## config.mk

```make
export PLATFORM = sky130hd
export DESIGN_NAME = hrf_way_match
export DESIGN_NICKNAME = d
export VERILOG_FILES = /design/src/design/hrf_pkg.sv /design/src/design/hrf_way_match.sv
export SDC_FILE = /design/constraint.sdc
export NUM_CORES = 1
export LEC_CHECK = 0
export BUFFER_PORTS_ARGS = -buffer_cell sky130_fd_sc_hd__buf_4
export CELL_PAD_IN_SITES_DETAIL_PLACEMENT = 0
export CELL_PAD_IN_SITES_GLOBAL_PLACEMENT = 2
export CORE_AREA = 2 2 235 237
export DETAILED_ROUTE_END_ITERATION = 7
export DIE_AREA = 0 0 237 239
export PLACE_DENSITY_LB_ADDON = 0.1
export SKIP_LAST_GASP = 1
export SLEW_MARGIN = 20
export SYNTH_ARGS = -nofsm -noshare
export SYNTH_HDL_FRONTEND = slang
export SYNTH_SLANG_ARGS = --single-unit
```

## constraint.sdc

```tcl
create_clock -name vclk -period 20.1
set_input_delay 2.01 -clock vclk [all_inputs]
set_output_delay 2.01 -clock vclk [all_outputs]
set_load 0.05 [all_outputs]
```

## src/design/hrf_pkg.sv

```systemverilog
package hrf_pkg;

	localparam int BUCKETS_DEF = 1024;
	localparam int WAYS_DEF    = 4;

	localparam int ID_W     = 32;
	localparam int TIME_W   = 32;
	localparam int WIN_W    = 16;
	localparam int KEY_W    = ID_W + 1;
	localparam int S_DATA_W = ID_W + TIME_W;
	localparam int M_DATA_W = 8;

	localparam int APB_ADDR_W = 3;
	localparam int APB_DATA_W = 32;

	localparam logic [WIN_W-1:0] WINDOW_RESET = 16'd5;

	localparam logic REG_WINDOW = 1'b0;

	typedef enum logic {
		ST_IDLE,
		ST_LOOKUP
	} ctrl_state_t;

	typedef struct packed {
		logic recent;
		logic not_stored;
		logic write;
	} match_res_t;

endpackage

```

## src/design/hrf_way_match.sv

```systemverilog
module hrf_way_match #(
	parameter int WAYS = hrf_pkg::WAYS_DEF
) (
	input  logic [WAYS*hrf_pkg::KEY_W-1:0]   key_row,
	input  logic [WAYS*hrf_pkg::TIME_W-1:0]  stamp_row,
	input  logic [hrf_pkg::ID_W-1:0]         ident,
	input  logic [hrf_pkg::TIME_W-1:0]       now_seconds,
	input  logic [hrf_pkg::WIN_W-1:0]        window,
	output hrf_pkg::match_res_t              res,
	output logic [WAYS*hrf_pkg::KEY_W-1:0]   key_new,
	output logic [WAYS*hrf_pkg::TIME_W-1:0]  stamp_new
);
	import hrf_pkg::*;

	localparam int WIDX_W = (WAYS > 1) ? $clog2(WAYS) : 1;

	logic              hit;
	logic              free_found;
	logic [WIDX_W-1:0] hit_way;
	logic [WIDX_W-1:0] free_way;
	logic [TIME_W-1:0] age;
	logic              is_recent;

	always_comb begin
		hit        = 1'b0;
		free_found = 1'b0;
		hit_way    = '0;
		free_way   = '0;
		for (int w = 0; w < WAYS; w++) begin
			if (key_row[w*KEY_W + ID_W]) begin
				if (!hit && (key_row[w*KEY_W +: ID_W] == ident)) begin
					hit     = 1'b1;
					hit_way = WIDX_W'(w);
				end
			end else if (!free_found) begin
				free_found = 1'b1;
				free_way   = WIDX_W'(w);
			end
		end
	end

	assign age       = now_seconds - stamp_row[hit_way*TIME_W +: TIME_W];
	assign is_recent = hit && (age < {{(TIME_W-WIN_W){1'b0}}, window});

	always_comb begin
		key_new   = key_row;
		stamp_new = stamp_row;
		if (hit) begin
			stamp_new[hit_way*TIME_W +: TIME_W] = now_seconds;
		end else begin
			key_new[free_way*KEY_W +: KEY_W]     = {1'b1, ident};
			stamp_new[free_way*TIME_W +: TIME_W] = now_seconds;
		end
	end

	assign res.recent     = is_recent;
	assign res.not_stored = !hit && !free_found;
	assign res.write      = hit ? !is_recent : free_found;

endmodule

```

==> results.sh <==
export IMPL_synth_warnings=0
export IMPL_ys_top_cells_by_area="a21oi_1 13%, nand2_1 8.0%, xnor2_1 8.0%"
export IMPL_grt_usage_pct=26.8
export IMPL_setup_viol=0
export IMPL_fin_cells=2957
export IMPL_power_uw=563
export IMPL_path_max_fanout=43
export IMPL_final_hold_violation_count=0
export IMPL_synth_top_area_share_pct=13.0
export IMPL_io_buffers=603
export IMPL_syn_inst=1801
export IMPL_share_comb_of_total_power_pct=100.0
export IMPL_synth_seq_area_share_pct=0
export IMPL_pwr_share_clk_pct=0
export IMPL_antenna_found_initial=6
export IMPL_crit_arrival_ns=9.79
export IMPL_die_x_um=237
export IMPL_multi_input_area_um2=10400
export IMPL_post_cts_setup_buffers=0
export IMPL_num_vias=16000
export IMPL_critPathRequiredTime_ns=18.09
export IMPL_hp_class="in2out"
export IMPL_die_area_um2=56600
export IMPL_slew_limit_headroom_pct=28.0
export IMPL_worst_pin_slew_ns=1.08
export IMPL_ant_nets=0
export IMPL_fp_row_count=86
export IMPL_syn_area_um2=11200
export IMPL_period_share_pct=58.7
export IMPL_end_kind="output pin"
export IMPL_crit_start="ident[3]"
export IMPL_p_switching_uw=373
export IMPL_grt_max_degree=84
export IMPL_grt_pass1_vias=15100
export IMPL_swShare_pct=66.3
export IMPL_grt_ovfl_total=0
export IMPL_power_density_nw_per_um2=35.0
export IMPL_hold_buffers=0
export IMPL_critPathKind="in2out"
export IMPL_hold_ws_ns=4.41
export IMPL_status="complete, no violations"
export IMPL_viasPerCell=5.41
export IMPL_routedWlPerCell_um=27.5
export IMPL_dr_pass1_iters=5
export IMPL_drtIter0Drc=1278
export IMPL_vdd_ir_drop_max_mv=0.0175
export IMPL_rsz0062_at_grt="false"
export IMPL_area_growth_syn_to_layout_pct=43.9
export IMPL_die_h_um=239
export IMPL_synth_top_cell_by_area="a21oi_1"
export IMPL_fmax_mhz=84.7
export IMPL_drv_cap=0
export IMPL_setup_worst_path_end="res[0]"
export IMPL_ios=603
export IMPL_start_kind="input port"
export IMPL_cell_internal_pwr_uw=190
export IMPL_nets=2647
export IMPL_grt_pass1_wl_um=113000
export IMPL_post_cts_resize_count=0
export IMPL_p_leak_uw=0.00758
export IMPL_wirelength_um=81300
export IMPL_synth_net_count=2197
export IMPL_layout_drive_gt1_share_pct=30.4
export IMPL_fin_setup_tns_ns=0
export IMPL_clkbuf_count=0
export IMPL_synth_common_cells="291 x a21oi_1, 238 x nand2_1, 140 x clkbuf_1"
export IMPL_fill_cells=6138
export IMPL_drc=0
export IMPL_synthDistinctLibCells=69
export IMPL_gp_congestion=0.908
export IMPL_hpwl_um=64000
export IMPL_syn_area_per_cell_um2=6.22
export IMPL_yosysMostFrequentCell="a21oi_1"
export IMPL_fin_crit_ns=11.80
export IMPL_dp_cells=2953
export IMPL_seq_area_um2=0
export IMPL_core_um2=54300
export IMPL_nFlopsAndLatches=0
export IMPL_start_util_pct=20.6
export IMPL_seqPwrFrac_pct=0
export IMPL_drv_slew=0
==> critical path, stage by stage <==
cell and delay, ns:
buf_4 0.18, xor2_1 0.18, nor4_1 0.40, nand4_1 0.16, or4_4 0.62, and3_1 0.24
inv_4 0.32, buf_4 0.72, mux2i_1 0.19, mux2_1 0.33, ha_1 0.40, a21oi_1 0.31
o21ai_0 0.16, nor3_1 0.56, xnor2_1 0.19, ha_1 0.25, nor2b_1 0.13, o21ai_0 0.13
o21ai_0 0.16, a2111oi_0 0.29, nand4_1 0.11, or4_1 0.51, nor4_1 0.38, and4_1 0.40
nor2_1 0.10, buf_4 0.20
==> layer usage <==
metal  GRT usage, %  vias to the layer above  part of all wire (%)
li1               -                     7475                     -
met1           38.3                     7812                    47
met2           44.6                      655                    46
met3           3.09                       38                   6.0
met4           2.44                        4                  0.92
met5              0                        -                 0.034
==> worst min path at each step <==
| stage | to | slack [ns] | startpoint | depth (start not counted) |
|---|---|---|---|---|
| after CTS | key_new[72] | 4.41 | key_row[72] | 4 |
| after global placement | key_new[27] | 4.41 | key_row[27] | 4 |
| after global routing | key_new[30] | 4.43 | key_row[30] | 4 |
| after detailed placement | key_new[72] | 4.41 | key_row[72] | 4 |
| final | key_new[94] | 4.41 | key_row[94] | 4 |
| after floorplan | res[1] | 4.25 | key_row[65] | 2 |
==> area by class of cell <==
type	count	area share, %
Inverter	34	0.808
Tap cell	704	5.47
Antenna cell	4	0.0621
Timing Repair Buffer	627	29.2
Multi-Input combinational cell	1588	64.4
==> placed cells by master (no fill, tap or decap), types with 38 or more instances in the layout <==
cell type	count
buf_4	627
a21oi_1	291
nand2_1	238
nor2b_1	134
o21ai_0	119
xnor2_1	102
a211oi_1	97
and3_1	96
mux2i_1	67
ha_1	53
xor2_1	48
nand4_1	47
a221oi_1	38
==> power by group through the flow <==
stage / logic, uW / registers (uW) / clock network [uW]
after floorplan: 337 / 0 / 0
after global placement: 563 / 0 / 0
after detailed placement: 561 / 0 / 0
after CTS: 563 / 0 / 0
after global routing: 595 / 0 / 0.0000200
final: 563 / 0 / 0.0000268
==> cells by family after synthesis <==
kind of cell / after synthesis / share of synthesized area (%)
adders and majority gates: 56 / 6.32
AOI/OAI and AO/OA: 633 / 34.2
and+or+nand+nor: 650 / 30.4
muxes: 98 / 9.11
buffers and inverters: 213 / 7.97
xor gates and xnor gates: 151 / 11.9
==> metrics by stage <==
stage               area (um^2)  worst slack [ns]  utilization, %
global placement          16100              8.42            29.6
CTS                       16100              8.40            29.6
floorplan                 11200              9.94               -
finish                    16100              8.30            29.7
global route              16100              7.80            29.6
detailed placement        16100              8.44            29.6
(Power assumes the default switching activity.)
