[src/design/hrf_pkg.sv]
package hrf_pkg;

	localparam int BUCKETS_DEF = 1024;
	localparam int WAYS_DEF    = 4;

	localparam int ID_W     = 32;
	localparam int TIME_W   = 32;
	localparam int WIN_W    = 16;
	localparam int KEY_W    = ID_W + 1;
	localparam int S_DATA_W = ID_W + TIME_W;
	localparam int M_DATA_W = 8;

	localparam int APB_ADDR_W = 3;
	localparam int APB_DATA_W = 32;

	localparam logic [WIN_W-1:0] WINDOW_RESET = 16'd5;

	localparam logic REG_WINDOW = 1'b0;

	typedef enum logic {
		ST_IDLE,
		ST_LOOKUP
	} ctrl_state_t;

	typedef struct packed {
		logic recent;
		logic not_stored;
		logic write;
	} match_res_t;

endpackage

[src/design/hrf_cfg_regs.sv]
module hrf_cfg_regs (
	input  logic                             clk,
	input  logic                             arst_n,
	input  logic                             psel,
	input  logic                             penable,
	input  logic                             pwrite,
	input  logic [hrf_pkg::APB_ADDR_W-1:0]   paddr,
	input  logic [hrf_pkg::APB_DATA_W-1:0]   pwdata,
	output logic [hrf_pkg::APB_DATA_W-1:0]   prdata,
	output logic                             pready,
	output logic [hrf_pkg::WIN_W-1:0]        window
);
	import hrf_pkg::*;

	logic [WIN_W-1:0] window_q;
	logic             reg_sel;

	assign pready  = 1'b1;
	assign reg_sel = paddr[2];
	assign window  = window_q;

	always_ff @(posedge clk or negedge arst_n) begin
		if (!arst_n) begin
			window_q <= WINDOW_RESET;
		end else if (psel && penable && pwrite && pready && (reg_sel == REG_WINDOW)) begin
			window_q <= pwdata[WIN_W-1:0];
		end
	end

	always_comb begin
		if (reg_sel == REG_WINDOW) begin
			prdata = {{(APB_DATA_W-WIN_W){1'b0}}, window_q};
		end else begin
			prdata = '0;
		end
	end

endmodule

[config.mk]
export PLATFORM = sky130hd
export DESIGN_NAME = hrf_cfg_regs
export DESIGN_NICKNAME = d
export VERILOG_FILES = /design/src/design/hrf_pkg.sv /design/src/design/hrf_cfg_regs.sv
export SDC_FILE = /design/constraint.sdc
export NUM_CORES = 1
export LEC_CHECK = 0
export ABC_AREA = 1
export ABC_CLOCK_PERIOD_IN_PS = 800
export CAP_MARGIN = 30
export CORE_MARGIN = 3
export CORE_UTILIZATION = 50
export CTS_CLUSTER_SIZE = 20
export DETAILED_ROUTE_END_ITERATION = 8
export DONT_BUFFER_PORTS = 1
export PLACE_DENSITY_LB_ADDON = 0.2
export SYNTH_ARGS = -nofsm -noshare
export SYNTH_HDL_FRONTEND = slang
export SYNTH_SLANG_ARGS = --single-unit
[constraint.sdc]
create_clock -name clk -period 0.8 [get_ports clk]
set_clock_uncertainty 0.15 [all_clocks]
set_input_delay 0.16 -clock clk [delete_from_list [all_inputs] [get_ports clk]]
set_output_delay 0.16 -clock clk [all_outputs]
set_load 0.01 [all_outputs]
==> metrics.txt, run 1 <==
status=finished with violations; failing checks=hold timing, setup timing; P per Cell Area=1897 mW/mm^2; CTS Buf Count=3; #FFs+latches synth=16; Fill cells=113; Post-Syn Area=940.9 um^2; final instance area=0.001408 mm^2; Tmin final=1.292 ns; Initial DRC Count=16; Gate power share=0.418; n_diodes=0; Clock Sinks=16; slew of the pin with the lowest slew margin=0.7454 ns; vias in the first global route=815; die area=0.002438 mm^2; Post-DP Area=0.001126 mm^2; CP Launch Type=flop; area delta synth->final=49.60%; io pins=89; crit end category=output port; # rows=15; switching share of total power=0.3600; hold crit path type=input port to async pin; placed cells=165; Mean Syn Cell Area=7.527 um^2; final setup fails=41; flop-to-flop setup slack=-0.21 ns; Pleak=0.7520 nW; Worst Path Required=0.49 ns; max FFs per register=16; Worst-Skew Late Latency=0.28 ns; relative slew slack=0.5031; 1st-pass router iterations=4; DRT Wirelength=2388 um; Synth area leader=dfrtp_1; P_int=1.709 mW; class of the most critical setup path=flop to output port; DP Wirelength=1581 um; Yosys top cell area share=0.3723; largest cells by area after synthesis=dfrtp_1 (37%), buf_4 (14%), nand2_1 (13%), nand3_1 (8.5%), inv_1 (6.8%); sequential area share after synthesis=0.4282; Synth Warn #=0; layout cells sized above 1=0.4403; Final nets=201; net load switching power=0.9611 mW; RSZ-0062 raised after global routing=true; Final Util=0.8065; Flop pwr share=0.429; I/O Buffers=0; initial antenna violation count=0; largest net degree at the start of global routing=18; global-route wire length before repair=3850 um; Total Routing Usage GR=0.2072; Data arrival, critical path=0.98 ns; GR Overflow Total=0; via total after detailed routing=863; final worst setup slack=-0.4922 ns; Max Cap Violations=0; die height=49.38 um; mean number of vias per cell=4.690; Fin Setup TNS=-12.67 ns; clock slew at reported path FFs=0.09 ns; routability cong.=0.7168; Core Area=0.001745 mm^2; final non-filler cell total=184; CTS tree=done; maximum clock path buffer count=2; maximum vdd drop=1155 uV; Hold WS=-0.1425 ns; H-tree depth=1; Post-Syn Instances=125; commonest non-fill, non-tap cell in the layout=nand2_1; clock power share=0.152; # DRC=0; Avg WL per Cell=12.98 um; Root Buffer=clkbuf_4; most frequent cells in the layout=nand2_1 (27), buf_6 (19), conb_1 (17); period utilization=1.615; Routed Antenna Nets=0; initial core utilization=0.5391; Die W=49.38 um; Final Hold Fails=20; r2r worst-path depth=3; FMAX=773.9 MHz; synth unique cells=13; fin. max-slew vios=0; crit path max fanout=2
[worst paths after layout]
check / from / endpoint
worst max-delay path: window[0]$_DFFE_PN1P_ / prdata[0]
worst min-delay path: arst_n / window[6]$_DFFE_PN0P_
worst max register to register: window[2]$_DFFE_PN1P_ / window[2]$_DFFE_PN1P_
worst min register to register: window[11]$_DFFE_PN0P_ / window[11]$_DFFE_PN0P_
max in group asynchronous: arst_n / window[3]$_DFFE_PN0P_
min in group clk: pwdata[3] / window[3]$_DFFE_PN0P_
[cells in the mapped netlist (all sizes together)]
| cell | number |
|---|---|
| buf | 22 |
| dfstp | 2 |
| nand3 | 16 |
| dfrtp | 14 |
| nand2 | 34 |
| nor2 | 17 |
| inv | 18 |
| conb | 2 |
[routing by layer]
metal | track usage | vias up | part of all wire
met2 | 0.3772 | 54 | 0.53
met1 | 0.2272 | 400 | 0.36
met5 | 0 | - | 0
li1 | - | 405 | -
met4 | 0.06912 | 0 | 0.015
met3 | 0.06116 | 4 | 0.091
[cell type report]
| class | count | area, um^2 | share of cell area |
|---|---|---|---|
| Timing Repair Buffer | 38 | 394.1 | 0.2800 |
| Tap cell | 25 | 31.28 | 0.02222 |
| Inverter | 18 | 67.56 | 0.04800 |
| Multi-Input combinational cell | 84 | 489.2 | 0.3476 |
| Clock buffer | 3 | 22.52 | 0.01600 |
| Sequential cell | 16 | 402.9 | 0.2862 |
[critical path: stages (launching register included)]
cell and delay (ns):
dfstp_2 0.56, inv_2 0.05, nor2_4 0.10
[power groups by stage]
stage / sequential, mW / combinational, mW / clock [mW]
floorplan: 1.19 / 0.554 / 0
global placement: 1.11 / 0.815 / 0
detailed placement: 1.12 / 0.831 / 0
CTS: 1.14 / 0.994 / 0.422
global route: 1.17 / 1.21 / 0.449
finish: 1.15 / 1.12 / 0.407
[metrics by stage]
stage	setup WS [ns]	power [mW]
after floorplan	-0.2178	1.740
after global placement	-0.1760	1.927
after detailed placement	-0.1908	1.954
after CTS	-0.4880	2.553
after global routing	-0.5292	2.831
final	-0.4922	2.670
[logic make-up after synthesis]
family,Yosys count,synth area share
buffers and inverters,40,0.2500
DFF,16,0.4282
other,2,0.007982
and+or+nand+nor,67,0.3138
[timing repair]
item                                    in CTS  in global routing
gates resized for setup                     20                 14
endpoints found under the hold margin       32                 22
setup buffers                                1                  4
hold buffers                                10                  2
endpoints found under the setup margin      36                 64
pin swaps                                    4                 11
No activity file was read; power rests on OpenSTA's default activity.
==> run 2, diff against run 1 <==
--- a/config.mk
+++ b/config.mk
@@ -9,7 +9,7 @@
 export ABC_CLOCK_PERIOD_IN_PS = 800
 export CAP_MARGIN = 30
 export CORE_MARGIN = 3
-export CORE_UTILIZATION = 50
+export CORE_UTILIZATION = 54
 export CTS_CLUSTER_SIZE = 20
 export DETAILED_ROUTE_END_ITERATION = 8
 export DONT_BUFFER_PORTS = 1
==> run 2 against run 1 <==
  * Sequential power hardly changed
  * The run still ends with hold timing, setup timing left
  * Final cell count decreased by 2.7%
  * Largest power group unchanged
  * Critical endpoint unchanged
  * Register-to-register slack improved by 0.02 ns
  * First-iteration DRC count is 44% higher
  * Cell area grew 0.36%
  * Combinational power grew 4%
  * Non-clock buffer count up 3
==> metrics.txt, run 2 (synthesis results as in run 1) <==
mean number of vias per cell=5.615; Final Hold Fails=17; initial antenna violation count=0; area delta synth->final=50.13%; hold crit path type=input port to async pin; # DRC=0; DP Wirelength=1459 um; maximum clock path buffer count=2; crit end category=output port; Max Cap Violations=0; Pleak=0.7473 nW; CP Launch Type=flop; Place WS=-0.1991 ns; global-route wire length before repair=3767 um; Avg WL per Cell=18.04 um; wire length on met2=1608 um; Fin Setup TNS=-14.30 ns; vias in the first global route=848; failing checks=hold timing, setup timing; Hold WS=-0.1812 ns; slew of the pin with the lowest slew margin=0.7164 ns; max FFs per register=16; Clock Sinks=16; via total after detailed routing=1005; routability cong.=0.7228; CTS Buf Count=3; crit path max fanout=2; r2r startpoint=window[0]$_DFFE_PN1P_; final worst setup slack=-0.5267 ns; CTS tree=done; I/O Buffers=0; Initial DRC Count=23; fin. max-slew vios=0; multi-input logic area=479.2 um^2; crit path launch=window[0]$_DFFE_PN1P_; relative slew slack=0.5224; Core Area=0.001577 mm^2; class of the most critical setup path=flop to output port; largest net degree at the start of global routing=18; n_diodes=0; DRT Wirelength=3230 um; Hold-fix buffers, CTS=14; clock slew at reported path FFs=0.10 ns; routed wl met3=319 um; H-tree depth=1; Worst-Skew Late Latency=0.30 ns; Routed Antenna Nets=0; io pins=89; P per Cell Area=1982 mW/mm^2; commonest non-fill, non-tap cell in the layout=nand2_1; Die W=47.74 um; period utilization=1.658; # rows=14; layout cells sized above 1=0.4294; final setup fails=45; RSZ-0062 raised after global routing=true; Tmin final=1.327 ns; Fill cells=66; Top Metal Used=met4; die area=0.002279 mm^2; most frequent cells in the layout=nand2_1 (27), buf_6 (19), conb_1 (17); Root Buffer=clkbuf_4; Sequential cell area=402.9 um^2; Final nets=204; 1st-pass router iterations=6; status=finished with violations; FMAX=753.8 MHz; die height=47.74 um; GR Overflow Total=0; Total Routing Usage GR=0.2414; initial core utilization=0.5968; WL met1=1099 um; maximum vdd drop=1861 uV; Worst Path Required=0.49 ns; Data arrival, critical path=1.02 ns
## run 2: cell types whose count changed in the layout (fill, tap and decap cells not counted), sizes merged
cell and delta:
dlygate4sd3 +4, dlymetal6s4s -2, buf +1, clkbuf +1
## run 2: area by class of cell
cell class,instances,area share
multi-input cells,84,0.3392
repair buffers,41,0.2950
flip-flops and latches,16,0.2852
inverters,18,0.04783
clock buffers,4,0.01860
well taps,16,0.01417
## run 2: repair_timing
item                                   in CTS  in global routing
buffers inserted                            2                  3
endpoints found under the hold margin      32                 17
setup endpoints to repair                  34                 64
resized for setup                          15                 14
pin swaps                                   4                  7
## run 2: worst paths after layout
check | slack (ns) | cells after the start | to
min | -0.18 | 1 | window[4]$_DFFE_PN0P_
max in group asynchronous | 0.22 | 1 | window[12]$_DFFE_PN0P_
min in group clk | -0.14 | 2 | window[1]$_DFFE_PN0P_
max | -0.53 | 2 | prdata[0]
min reg2reg | 0.34 | 2 | window[2]$_DFFE_PN1P_
max reg2reg | -0.19 | 3 | window[0]$_DFFE_PN1P_
## run 2: worst max-delay path, cell delays in order (launching register included)
cell and delay, ns:
dfstp_2 0.55, inv_2 0.05, nor2_4 0.12
## run 2: where the power goes
group | total, mW | internal, mW | switching (mW)
clock network | 0.465 | 0.194 | 0.270
logic | 1.17 | 0.567 | 0.601
registers | 1.17 | 0.974 | 0.192
total | 2.80 | 1.74 | 1.06
## run 2: metrics by stage
step | power [mW] | instances | utilization | area (um^2)
6_report | 2.799 | 179 | 0.8960 | 1413
5_1_grt | 2.934 | 179 | 0.8960 | 1413
4_1_cts | 2.583 | 176 | 0.8556 | 1349
3_5_place_dp | 1.940 | 156 | 0.7071 | 1115
3_3_place_gp | 1.917 | 156 | 0.7071 | 1115
2_1_floorplan | 1.740 | 140 | - | 1121
## run 2: metal layers
metal / GRT usage / up-vias
met4: 0.1129 / 0
li1: - / 411
met5: 0 / -
met3: 0.03759 / 16
met1: 0.2535 / 487
met2: 0.4591 / 91
